`config.mk`:
```
export PLATFORM = sky130hd
export DESIGN_NAME = servo_command_frame_scheduler
export DESIGN_NICKNAME = d
export VERILOG_FILES = /design/src/hw/rtl/scf_pkg.sv /design/src/hw/rtl/scf_front.sv /design/src/hw/rtl/scf_job_queue.sv /design/src/hw/rtl/scf_back.sv /design/src/hw/rtl/servo_command_frame_scheduler.sv
export SDC_FILE = /design/constraint.sdc
export NUM_CORES = 1
export LEC_CHECK = 0
export BUFFER_PORTS_ARGS = -buffer_cell sky130_fd_sc_hd__buf_2
export CORE_MARGIN = 5
export CORE_UTILIZATION = 40
export DETAILED_ROUTE_END_ITERATION = 10
export GPL_TIMING_DRIVEN = 1
export PLACE_DENSITY = 0.53
export SLEW_MARGIN = 20
export SYNTH_ARGS = -nofsm -noshare
export SYNTH_HDL_FRONTEND = slang
export SYNTH_SLANG_ARGS = --single-unit
```
`constraint.sdc`:
```
create_clock -name i_clk -period 5.8 [get_ports i_clk]
set_clock_uncertainty 0.1 [all_clocks]
set_input_delay 0 -clock i_clk [delete_from_list [all_inputs] [get_ports i_clk]]
set_output_delay 0 -clock i_clk [all_outputs]
set_load 0.02 [all_outputs]
```
`src/hw/rtl/scf_pkg.sv`:
```
package scf_pkg;

    // Command codes carried on the opcode field.
    typedef enum logic [2:0] {
        OP_TICK       = 3'd0,
        OP_SET_TARGET = 3'd1,
        OP_ENABLE     = 3'd2,
        OP_DISABLE    = 3'd3,
        OP_INIT       = 3'd4
    } t_opcode;

    // Configuration register indexes.
    localparam int unsigned CFG_INDEX_W = 8;
    localparam logic [CFG_INDEX_W-1:0] CFG_SERVO_ID       = 8'd0;
    localparam logic [CFG_INDEX_W-1:0] CFG_POSITION_LIMIT = 8'd1;
    localparam logic [CFG_INDEX_W-1:0] CFG_TICK_DIVIDER   = 8'd2;
    localparam logic [CFG_INDEX_W-1:0] CFG_RETRY_COUNT    = 8'd3;

    // Reset values of configuration and command state.
    localparam logic [7:0]  RST_SERVO_ID       = 8'd1;
    localparam logic [15:0] RST_POSITION_LIMIT = 16'd4095;
    localparam logic [7:0]  RST_TICK_DIVIDER   = 8'd2;
    localparam logic [3:0]  RST_RETRY_COUNT    = 4'd3;
    localparam logic [15:0] RST_TARGET_POS     = 16'd2048;

    // Packet bytes.
    localparam logic [7:0] SYNC_BYTE   = 8'hFF;
    localparam logic [7:0] LEN_BYTE_WR = 8'h04;
    localparam logic [7:0] LEN_MOVE    = 8'h09;
    localparam logic [7:0] INSTR_WRITE = 8'h03;
    localparam logic [7:0] ADDR_TORQUE = 8'h28;
    localparam logic [7:0] ADDR_ACCEL  = 8'h29;
    localparam logic [7:0] ADDR_GOAL   = 8'h2A;

    // Byte positions inside a packet.
    localparam logic [3:0] IDX_BODY_FIRST = 4'd2;
    localparam logic [3:0] IDX_BW_LAST    = 4'd7;
    localparam logic [3:0] IDX_MOVE_LAST  = 4'd12;

    // Packet segments of an init job.
    localparam logic [1:0] SEG_ACCEL  = 2'd0;
    localparam logic [1:0] SEG_MOVE   = 2'd1;
    localparam logic [1:0] SEG_TORQUE = 2'd2;

    // Job queue geometry.
    localparam int unsigned QUEUE_DEPTH = 4;
    localparam int unsigned QUEUE_AW    = $clog2(QUEUE_DEPTH);

    // Kinds of packet job handed from the front to the back.
    typedef enum logic [1:0] {
        JOB_TORQUE = 2'd0,
        JOB_MOVE   = 2'd1,
        JOB_INIT   = 2'd2
    } t_job_kind;

    typedef struct packed {
        t_job_kind   kind;
        logic        torque_on;
        logic [15:0] pos;
        logic [15:0] spd;
    } t_job;

    // Byte sequencer states.
    typedef enum logic [1:0] {
        ST_IDLE = 2'b01,
        ST_SEND = 2'b10
    } t_back_state;

endpackage

```
`src/hw/rtl/scf_front.sv`:
```
module scf_front (
    input  logic                            i_clk,
    input  logic                            i_rst_n,
    input  logic                            i_cfg_valid,
    input  logic [scf_pkg::CFG_INDEX_W-1:0] i_cfg_index,
    input  logic [15:0]                     i_cfg_data,
    input  logic                            i_accept,
    input  logic [2:0]                      i_opcode,
    input  logic [15:0]                     i_position,
    input  logic [15:0]                     i_speed,
    output logic                            o_job_valid,
    output scf_pkg::t_job                   o_job,
    output logic [7:0]                      o_servo_id
);

    logic [7:0]  r_servo_id;
    logic [15:0] r_position_limit;
    logic [7:0]  r_tick_divider;
    logic [3:0]  r_retry_count;

    logic [15:0] r_target_pos,  n_target_pos;
    logic [15:0] r_target_spd,  n_target_spd;
    logic [7:0]  r_tick_count,  n_tick_count;
    logic [3:0]  r_retries,     n_retries;
    logic        r_enabled,     n_enabled;

    logic [15:0] clamp_in;
    logic [15:0] clamp_tgt;
    logic [7:0]  tick_inc;

    // Configuration register writes.
    always_ff @(posedge i_clk) begin
        if (!i_rst_n) begin
            r_servo_id       <= scf_pkg::RST_SERVO_ID;
            r_position_limit <= scf_pkg::RST_POSITION_LIMIT;
            r_tick_divider   <= scf_pkg::RST_TICK_DIVIDER;
            r_retry_count    <= scf_pkg::RST_RETRY_COUNT;
        end else if (i_cfg_valid) begin
            case (i_cfg_index)
                scf_pkg::CFG_SERVO_ID:       r_servo_id       <= i_cfg_data[7:0];
                scf_pkg::CFG_POSITION_LIMIT: r_position_limit <= i_cfg_data;
                scf_pkg::CFG_TICK_DIVIDER:   r_tick_divider   <= i_cfg_data[7:0];
                scf_pkg::CFG_RETRY_COUNT:    r_retry_count    <= i_cfg_data[3:0];
                default: ;
            endcase
        end
    end

    // Goal positions are clamped to the current limit.
    assign clamp_in  = (i_position > r_position_limit) ? r_position_limit : i_position;
    assign clamp_tgt = (r_target_pos > r_position_limit) ? r_position_limit : r_target_pos;
    assign tick_inc  = r_tick_count + 8'd1;

    // Command decode: update the servo state and classify the packet job.
    always_comb begin
        n_target_pos = r_target_pos;
        n_target_spd = r_target_spd;
        n_tick_count = r_tick_count;
        n_retries    = r_retries;
        n_enabled    = r_enabled;
        o_job_valid  = 1'b0;
        o_job.kind      = scf_pkg::JOB_MOVE;
        o_job.torque_on = 1'b0;
        o_job.pos       = clamp_tgt;
        o_job.spd       = r_target_spd;
        if (i_accept) begin
            case (i_opcode)
                scf_pkg::OP_TICK: begin
                    if (r_enabled) begin
                        if (tick_inc < r_tick_divider) begin
                            n_tick_count = tick_inc;
                        end else begin
                            n_tick_count = '0;
                            o_job_valid  = 1'b1;
                            if (r_retries != 4'd0) begin
                                o_job.kind      = scf_pkg::JOB_TORQUE;
                                o_job.torque_on = 1'b1;
                                n_retries       = r_retries - 4'd1;
                            end
                        end
                    end
                end
                scf_pkg::OP_SET_TARGET: begin
                    n_target_pos = clamp_in;
                    n_target_spd = i_speed;
                end
                scf_pkg::OP_ENABLE: begin
                    n_enabled    = 1'b1;
                    n_tick_count = '0;
                    n_retries    = r_retry_count;
                    o_job_valid  = 1'b1;
                end
                scf_pkg::OP_DISABLE: begin
                    n_enabled    = 1'b0;
                    n_tick_count = '0;
                    n_retries    = '0;
                    o_job_valid  = 1'b1;
                    o_job.kind   = scf_pkg::JOB_TORQUE;
                end
                scf_pkg::OP_INIT: begin
                    n_target_pos = clamp_in;
                    n_target_spd = i_speed;
                    n_tick_count = '0;
                    n_retries    = (r_retry_count != 4'd0) ? r_retry_count - 4'd1 : 4'd0;
                    n_enabled    = 1'b1;
                    o_job_valid  = 1'b1;
                    o_job.kind   = scf_pkg::JOB_INIT;
                    o_job.pos    = clamp_in;
                    o_job.spd    = i_speed;
                end
                default: ;
            endcase
        end
    end

    always_ff @(posedge i_clk) begin
        if (!i_rst_n) begin
            r_target_pos <= scf_pkg::RST_TARGET_POS;
            r_target_spd <= '0;
            r_tick_count <= '0;
            r_retries    <= '0;
            r_enabled    <= 1'b1;
        end else begin
            r_target_pos <= n_target_pos;
            r_target_spd <= n_target_spd;
            r_tick_count <= n_tick_count;
            r_retries    <= n_retries;
            r_enabled    <= n_enabled;
        end
    end

    assign o_servo_id = r_servo_id;

    // A disabled servo has no pending retries and no partial tick count.
    a_disabled_quiet: assert property (@(posedge i_clk) disable iff (!i_rst_n)
        !r_enabled |-> (r_retries == 4'd0 && r_tick_count == 8'd0))
        else $error("disabled state holds retries or tick count");

endmodule

```
`src/hw/rtl/scf_job_queue.sv`:
```
module scf_job_queue (
    input  logic          i_clk,
    input  logic          i_rst_n,
    input  logic          i_wr,
    input  scf_pkg::t_job i_wr_data,
    input  logic          i_rd,
    output scf_pkg::t_job o_rd_data,
    output logic          o_full,
    output logic          o_empty
);

    scf_pkg::t_job                r_mem [scf_pkg::QUEUE_DEPTH];
    logic [scf_pkg::QUEUE_AW-1:0] r_wr_ptr;
    logic [scf_pkg::QUEUE_AW-1:0] r_rd_ptr;
    logic [scf_pkg::QUEUE_AW:0]   r_count;

    localparam logic [scf_pkg::QUEUE_AW:0] DEPTH_CNT = (scf_pkg::QUEUE_AW+1)'(scf_pkg::QUEUE_DEPTH);

    assign o_full    = (r_count == DEPTH_CNT);
    assign o_empty   = (r_count == '0);
    assign o_rd_data = r_mem[r_rd_ptr];

    // Entry storage.
    always_ff @(posedge i_clk) begin
        if (i_wr) begin
            r_mem[r_wr_ptr] <= i_wr_data;
        end
    end

    // Pointers and fill count.
    always_ff @(posedge i_clk) begin
        if (!i_rst_n) begin
            r_wr_ptr <= '0;
            r_rd_ptr <= '0;
            r_count  <= '0;
        end else begin
            if (i_wr) begin
                r_wr_ptr <= r_wr_ptr + 1'b1;
            end
            if (i_rd) begin
                r_rd_ptr <= r_rd_ptr + 1'b1;
            end
            if (i_wr && !i_rd) begin
                r_count <= r_count + 1'b1;
            end else if (i_rd && !i_wr) begin
                r_count <= r_count - 1'b1;
            end
        end
    end

    // The pointers always sit the fill count apart.
    a_ptr_count: assert property (@(posedge i_clk) disable iff (!i_rst_n)
        (r_count <= DEPTH_CNT) &&
        ((r_wr_ptr - r_rd_ptr) == r_count[scf_pkg::QUEUE_AW-1:0]))
        else $error("job queue pointers disagree with fill count");

endmodule

```
`src/hw/rtl/scf_back.sv`:
```
module scf_back (
    input  logic          i_clk,
    input  logic          i_rst_n,
    input  logic          i_job_valid,
    input  scf_pkg::t_job i_job,
    input  logic [7:0]    i_servo_id,
    output logic          o_job_take,
    input  logic          i_pop,
    output logic          o_empty,
    output logic [7:0]    o_tx_byte,
    output logic          o_last
);

    scf_pkg::t_back_state r_state, n_state;
    scf_pkg::t_job        r_job,   n_job;
    logic [1:0]           r_seg,   n_seg;
    logic [3:0]           r_idx,   n_idx;
    logic [7:0]           r_sum,   n_sum;
    logic                 r_out_valid, n_out_valid;
    logic [7:0]           r_out_byte,  n_out_byte;
    logic                 r_out_last,  n_out_last;

    logic       is_init;
    logic       is_move;
    logic [3:0] last_idx;
    logic [1:0] last_seg;
    logic [7:0] bw_addr;
    logic [7:0] bw_data;
    logic [7:0] body_byte;
    logic [7:0] cur_byte;
    logic       adv;

    // Packet shape of the current segment.
    assign is_init  = (r_job.kind == scf_pkg::JOB_INIT);
    assign is_move  = (r_job.kind == scf_pkg::JOB_MOVE) ||
                      (is_init && r_seg == scf_pkg::SEG_MOVE);
    assign last_idx = is_move ? scf_pkg::IDX_MOVE_LAST : scf_pkg::IDX_BW_LAST;
    assign last_seg = is_init ? scf_pkg::SEG_TORQUE : scf_pkg::SEG_ACCEL;
    assign bw_addr  = (is_init && r_seg == scf_pkg::SEG_ACCEL) ?
                      scf_pkg::ADDR_ACCEL : scf_pkg::ADDR_TORQUE;
    assign bw_data  = (is_init && r_seg == scf_pkg::SEG_ACCEL) ? 8'd0 :
                      (is_init ? 8'd1 : {7'd0, r_job.torque_on});

    // Byte at the current packet position.
    always_comb begin
        case (r_idx)
            4'd0, 4'd1: body_byte = scf_pkg::SYNC_BYTE;
            4'd2:       body_byte = i_servo_id;
            4'd3:       body_byte = is_move ? scf_pkg::LEN_MOVE : scf_pkg::LEN_BYTE_WR;
            4'd4:       body_byte = scf_pkg::INSTR_WRITE;
            4'd5:       body_byte = is_move ? scf_pkg::ADDR_GOAL : bw_addr;
            4'd6:       body_byte = is_move ? r_job.pos[7:0] : bw_data;
            4'd7:       body_byte = r_job.pos[15:8];
            4'd10:      body_byte = r_job.spd[7:0];
            4'd11:      body_byte = r_job.spd[15:8];
            default:    body_byte = 8'd0;
        endcase
    end

    assign cur_byte = (r_idx == last_idx) ? ~r_sum : body_byte;
    assign adv      = !r_out_valid || i_pop;

    // Sequencer: take a job, then step through its bytes one per beat.
    always_comb begin
        n_state     = r_state;
        n_job       = r_job;
        n_seg       = r_seg;
        n_idx       = r_idx;
        n_sum       = r_sum;
        n_out_valid = r_out_valid && !i_pop;
        n_out_byte  = r_out_byte;
        n_out_last  = r_out_last;
        o_job_take  = 1'b0;
        case (r_state)
            scf_pkg::ST_IDLE: begin
                if (i_job_valid) begin
                    o_job_take = 1'b1;
                    n_job      = i_job;
                    n_seg      = scf_pkg::SEG_ACCEL;
                    n_idx      = '0;
                    n_sum      = '0;
                    n_state    = scf_pkg::ST_SEND;
                end
            end
            scf_pkg::ST_SEND: begin
                if (adv) begin
                    n_out_valid = 1'b1;
                    n_out_byte  = cur_byte;
                    n_out_last  = 1'b0;
                    if (r_idx == last_idx) begin
                        n_idx = '0;
                        n_sum = '0;
                        if (r_seg == last_seg) begin
                            n_out_last = 1'b1;
                            n_state    = scf_pkg::ST_IDLE;
                        end else begin
                            n_seg = r_seg + 2'd1;
                        end
                    end else begin
                        n_idx = r_idx + 4'd1;
                        if (r_idx >= scf_pkg::IDX_BODY_FIRST) begin
                            n_sum = r_sum + body_byte;
                        end
                    end
                end
            end
            default: n_state = scf_pkg::ST_IDLE;
        endcase
    end

    always_ff @(posedge i_clk) begin
        if (!i_rst_n) begin
            r_state     <= scf_pkg::ST_IDLE;
            r_seg       <= '0;
            r_idx       <= '0;
            r_out_valid <= 1'b0;
        end else begin
            r_state     <= n_state;
            r_seg       <= n_seg;
            r_idx       <= n_idx;
            r_out_valid <= n_out_valid;
        end
    end

    always_ff @(posedge i_clk) begin
        r_job      <= n_job;
        r_sum      <= n_sum;
        r_out_byte <= n_out_byte;
        r_out_last <= n_out_last;
    end

    assign o_empty   = !r_out_valid;
    assign o_tx_byte = r_out_byte;
    assign o_last    = r_out_last;

    // The byte index never runs past the end of the current packet.
    a_idx_range: assert property (@(posedge i_clk) disable iff (!i_rst_n)
        (r_state == scf_pkg::ST_SEND) |-> (r_idx <= last_idx))
        else $error("byte index beyond packet end");

    // The segment never runs past the last packet of the job.
    a_seg_range: assert property (@(posedge i_clk) disable iff (!i_rst_n)
        (r_state == scf_pkg::ST_SEND) |-> (r_seg <= last_seg))
        else $error("segment beyond last packet of job");

    // A finished job leaves a final byte waiting on the output.
    a_last_on_done: assert property (@(posedge i_clk) disable iff (!i_rst_n)
        (r_state == scf_pkg::ST_SEND && n_state == scf_pkg::ST_IDLE) |=>
        (r_out_valid && r_out_last))
        else $error("job ended without a final byte");

endmodule

```
`src/hw/rtl/servo_command_frame_scheduler.sv`:
```
// Serial-bus servo packet generator. Commands (tick, set_target, enable,
// disable, init) enter through a push/full queue port; one command is taken
// per clock while the four-entry job queue between the command decoder and
// the byte sequencer has room. The byte sequencer emits one packet byte per
// clock on a pop/empty queue port, except while an unpopped byte holds its
// output: a torque packet is 8 bytes, a move packet 13 and an init sequence
// 29, and the sequencer picks up each job in its idle state before sending.
// The last byte a command produces is flagged with o_last. Configuration
// writes are taken at any time on the cfg channel and are meant to be made
// while no packet is pending.
module servo_command_frame_scheduler (
    input  logic                            i_clk,
    input  logic                            i_rst_n,
    input  logic                            i_cfg_valid,
    output logic                            o_cfg_ready,
    input  logic [scf_pkg::CFG_INDEX_W-1:0] i_cfg_index,
    input  logic [15:0]                     i_cfg_data,
    input  logic                            push,
    output logic                            full,
    input  logic [2:0]                      i_opcode,
    input  logic [15:0]                     i_position,
    input  logic [15:0]                     i_speed,
    output logic                            empty,
    input  logic                            pop,
    output logic [7:0]                      o_tx_byte,
    output logic                            o_last
);

    logic          accept;
    logic          job_valid;
    scf_pkg::t_job job_in;
    scf_pkg::t_job job_out;
    logic          q_empty;
    logic          job_take;
    logic [7:0]    servo_id;

    assign o_cfg_ready = 1'b1;
    assign accept      = push && !full;

    // Command decoder and configuration registers.
    scf_front u_front (
        .i_clk       (i_clk),
        .i_rst_n     (i_rst_n),
        .i_cfg_valid (i_cfg_valid),
        .i_cfg_index (i_cfg_index),
        .i_cfg_data  (i_cfg_data),
        .i_accept    (accept),
        .i_opcode    (i_opcode),
        .i_position  (i_position),
        .i_speed     (i_speed),
        .o_job_valid (job_valid),
        .o_job       (job_in),
        .o_servo_id  (servo_id)
    );

    // Packet jobs waiting for the sequencer.
    scf_job_queue u_queue (
        .i_clk     (i_clk),
        .i_rst_n   (i_rst_n),
        .i_wr      (job_valid),
        .i_wr_data (job_in),
        .i_rd      (job_take),
        .o_rd_data (job_out),
        .o_full    (full),
        .o_empty   (q_empty)
    );

    // Byte sequencer with output register.
    scf_back u_back (
        .i_clk       (i_clk),
        .i_rst_n     (i_rst_n),
        .i_job_valid (!q_empty),
        .i_job       (job_out),
        .i_servo_id  (servo_id),
        .o_job_take  (job_take),
        .i_pop       (pop),
        .o_empty     (empty),
        .o_tx_byte   (o_tx_byte),
        .o_last      (o_last)
    );

endmodule

```
==> impl_summary.log <==
INFO  metric groute.layer.met2.usage = 0.2770
INFO  metric period_share = 0.6942
INFO  metric gp_congestion = 0.8021
INFO  metric critPathMaxStageDelay = between 0.4 and 0.5 ns
INFO  metric num_vias = 8939
INFO  metric synth_cell_types = 74
INFO  metric cpMaxStageDelayCell = sky130_fd_sc_hd__a2111o_1
INFO  metric ant_nets = 0
INFO  metric fmax = 248.4 MHz
INFO  metric syn_nets = between 1000 and 1500
INFO  metric reg2reg_setup_slack = 1.77 ns
INFO  metric hold_path_class = in -> reg
INFO  metric global_route.usage.met1 = 0.2454
INFO  metric met3_track_demand_over_resource = 0.02225
INFO  metric synth_edf_count = 192
INFO  metric grt_usage = 0.1712
INFO  metric yosysSeqAreaShare = 0.5785
INFO  metric postRouteWirelength = ~31000 µm
INFO  metric final-max-slew-violation-count = 0
INFO  metric cts_made_buffers = 31
INFO  metric synth.yosys.warnings = 0
INFO  metric multiInputGateArea = between 0.005 and 0.006 mm²
INFO  metric place_inst = between 1500 and 2000
INFO  metric final_hold_violation_count = 0
INFO  metric core = 0.03270 mm²
INFO  metric synth.area.top_cells = sky130_fd_sc_hd__edfxtp_1, sky130_fd_sc_hd__dfxtp_1, sky130_fd_sc_hd__mux4_2, sky130_fd_sc_hd__ha_1, sky130_fd_sc_hd__nand2_1
INFO  metric final-seq-area = 0.007709 mm²
INFO  metric worst_hold_path.num_cells = 6
INFO  metric nFillCells = 2957
INFO  metric tritoncts = built
INFO  metric insertedDiodeCount = 0
INFO  metric rows = 66
INFO  metric status = complete, no violations
INFO  metric final.min_clock_period = a little over 4 ns
INFO  metric growth_of_design_area_from_synthesis_to_finish = 19.29%
INFO  metric rsz0062_at_grt = false
INFO  metric clock_slew_seen_by_the_registers_of_the_worst_setup_and_hold_paths = approximately 0.06 ns
INFO  metric cp-end-kind = flip-flop
INFO  metric timing.max_cap.violations = 0
INFO  metric place_hpwl = about 20000 µm
INFO  metric tns = 0 ns
INFO  metric worst_ir_drop_vdd = approximately 0.00026 V
INFO  metric synthArstFlopShare = 0
INFO  metric grt_antenna_before_repair = 2
INFO  metric path_class = reg -> reg
INFO  metric worstPathMaxFanout = 8
INFO  metric grt_pass1_wl = about 50000 µm
INFO  metric vias_per_cell = 5.206
INFO  metric synth_most_common_cell = sky130_fd_sc_hd__edfxtp_1
INFO  metric total_non_filler_cell_area_in_the_finished_layout = 0.01589 mm²
INFO  metric timing.slew.headroom = 0.3447
INFO  metric route.detailed.wl_per_inst = around 18 µm
INFO  metric path_cells = and3_1, nand3_1, or2_2, xnor2_1, ha_1, nand2_1, a211o_1, a2111o_1, nand2_1, ha_1, inv_1, fa_1, xor2_1, or3_1, a21oi_1
INFO  metric drt_first_iter_violations = 547
INFO  metric drt-pass1-iter-count = 5
INFO  metric syn_area_per_cell = 12.11 µm²
INFO  metric cts.sinks = 289
INFO  metric start_util = 0.4074
INFO  metric worstSkewPairLatency = 0.56 ns
INFO  metric max_slew.worst_pin.slew = 0.9784 ns
INFO  metric fp.dieW = around 190 µm
INFO  metric worst_path_required = about 6.2 ns
INFO  metric die-area = around 0.037 mm²
INFO  metric number_of_flip_flops_and_latches_in_the_synthesized_netlist = 289
INFO  metric grt_busiest_layer = met2
INFO  metric maximum_clock_insertion_buffer_count = 3
INFO  metric clk_root_buffer_cell = sky130_fd_sc_hd__clkbuf_16
INFO  metric post-route-drc-count = 0
INFO  metric cts-hold-fix-buffers = 86
INFO  metric io-pin-count = 76
INFO  metric worst_setup_path_start_kind = flip-flop
INFO  metric power = 5.743 mW
INFO  metric synthCells = between 1000 and 1500
INFO  metric postSynth.topFlopCell = sky130_fd_sc_hd__edfxtp_1
INFO  metric post_dp_cell_area = approximately 0.014 mm²
INFO  metric cts-resized-gates = 0
INFO  metric post_cts.repair.setup_buffers = 0
INFO  metric share_of_post_route_cells_with_drive_strength_above_1 = 0.1459
INFO  metric post_synth_instance_area = 0.01332 mm²
INFO  metric floorplan.die.height = 192.5 µm
INFO  metric grt_start_max_net_pins = 47
INFO  metric power.leakage = 6.007 nW
INFO  metric finalNonFillerCells = 1717
INFO  metric synth_largest_area_cell = sky130_fd_sc_hd__edfxtp_1
INFO  metric via_count_of_the_first_global_routing_pass = 8865
INFO  metric pre_cts_ws = around 1.8 ns
INFO  metric netlist_top_cells_count = sky130_fd_sc_hd__edfxtp_1, sky130_fd_sc_hd__nand2_1, sky130_fd_sc_hd__dfxtp_1, sky130_fd_sc_hd__a21oi_1, sky130_fd_sc_hd__ha_1
INFO  metric netlist.area_leader.share = 0.4327
INFO  metric port_buffers = 74
INFO  metric worstPathArrival = approximately 4.4 ns
INFO  metric fin_nets = 1378
INFO  metric grt_overflow = 0
INFO  metric r2r_cells = 15
INFO  metric final-setup-viol-count = 0
INFO  metric ctsHtreeMaxLevel = 1
INFO  metric layout_setup_ws = 1.774 ns
INFO  metric powerDensity = 361.3 mW/mm²
[report_power, final]
| group | switching (mW) | internal (mW) |
|---|---|---|
| clock network | 0.790 | 1.06 |
| logic | 0.697 | 0.486 |
| registers | 0.126 | 2.59 |
[flip-flops by register name, summed over array words and instances, names as in the netlist]
name / count
u_back.r_state: 2
u_front.r_tick_count: 8
u_front.r_target_spd: 16
u_back.r_seg: 2
u_front.r_enabled: 1
u_front.r_tick_divider: 8
u_front.r_retries: 4
u_front.r_target_pos: 16
u_front.r_position_limit: 16
u_back.r_idx: 4
u_queue.r_mem: 140
u_back.o_last: 1
u_queue.r_count: 3
u_back.r_sum: 8
u_back.r_job: 35
u_front.r_retry_count: 4
u_back.r_out_valid: 1
u_back.o_tx_byte: 8
u_queue.r_rd_ptr: 2
u_queue.r_wr_ptr: 2
u_front.o_servo_id: 8
[final cells by class]
type / count / share of cell area
Sequential cell: 289 / 0.4850
Clock buffer: 51 / 0.05676
Tap cell: 442 / 0.03479
Clock inverter: 6 / 0.002755
Inverter: 47 / 0.01110
Multi-Input combinational cell: 712 / 0.3274
Timing Repair Buffer: 170 / 0.08219
[worst max-delay path, delay by kind of cell, from the launching register on]
| family | cells | cell delay [ns] |
|---|---|---|
| adders and majority gates | 3 | 0.91 |
| xor gates and xnor gates | 2 | 0.33 |
| AOI/OAI and AO/OA | 3 | 0.87 |
| DFF | 1 | 0.40 |
| buffers and inverters | 1 | 0.06 |
| and+or+nand+nor | 6 | 1.26 |
[cells by family after synthesis]
family	synth area share
mux	0.09268
buf+inv	0.03183
fa+ha+maj	0.06029
flops	0.5785
simple gates	0.1084
other cells	0.0002814
xor+xnor	0.01249
compound gates	0.1156
[worst paths after layout]
path	start	to
worst max-delay path	u_front.r_tick_count[0]	u_queue.r_count[2]
worst min-delay path	i_cfg_index[3]	u_front.o_servo_id[7]
worst max register to register	u_front.r_tick_count[0]	u_queue.r_count[2]
worst min register to register	u_front.r_target_spd[11]	u_front.r_target_spd[11]
[metrics by stage]
| stage | util | hold slack, ns |
|---|---|---|
| CTS | 0.4860 | 0.006501 |
| global placement | 0.4308 | 0.1270 |
| floorplan | - | 0.02397 |
| detailed placement | 0.4308 | 0.1368 |
| global route | 0.4860 | 0.06365 |
| finish | 0.4860 | 0.02434 |
[metal layers]
layer / share of wire / vias up
met5: 0 / -
met4: 0.023 / 0
met3: 0.039 / 40
met2: 0.47 / 189
met1: 0.47 / 4316
li1: - / 4394
[placed cells by master (no fill, tap or decap), types with 23 or more instances in the layout]
cell,Yosys,layout
sky130_fd_sc_hd__mux4_2,35,35
sky130_fd_sc_hd__dfxtp_1,97,96
sky130_fd_sc_hd__a21o_1,23,23
sky130_fd_sc_hd__clkbuf_16,0,32
sky130_fd_sc_hd__edfxtp_1,192,192
sky130_fd_sc_hd__buf_2,14,74
sky130_fd_sc_hd__inv_1,44,44
sky130_fd_sc_hd__mux2i_1,39,39
sky130_fd_sc_hd__nor2_1,59,59
sky130_fd_sc_hd__ha_1,61,61
sky130_fd_sc_hd__a21oi_1,72,72
sky130_fd_sc_hd__dlygate4sd3_1,0,86
sky130_fd_sc_hd__o21ai_0,44,44
sky130_fd_sc_hd__nand2_1,160,160
Note: power is estimated with default switching activity, not from simulation.
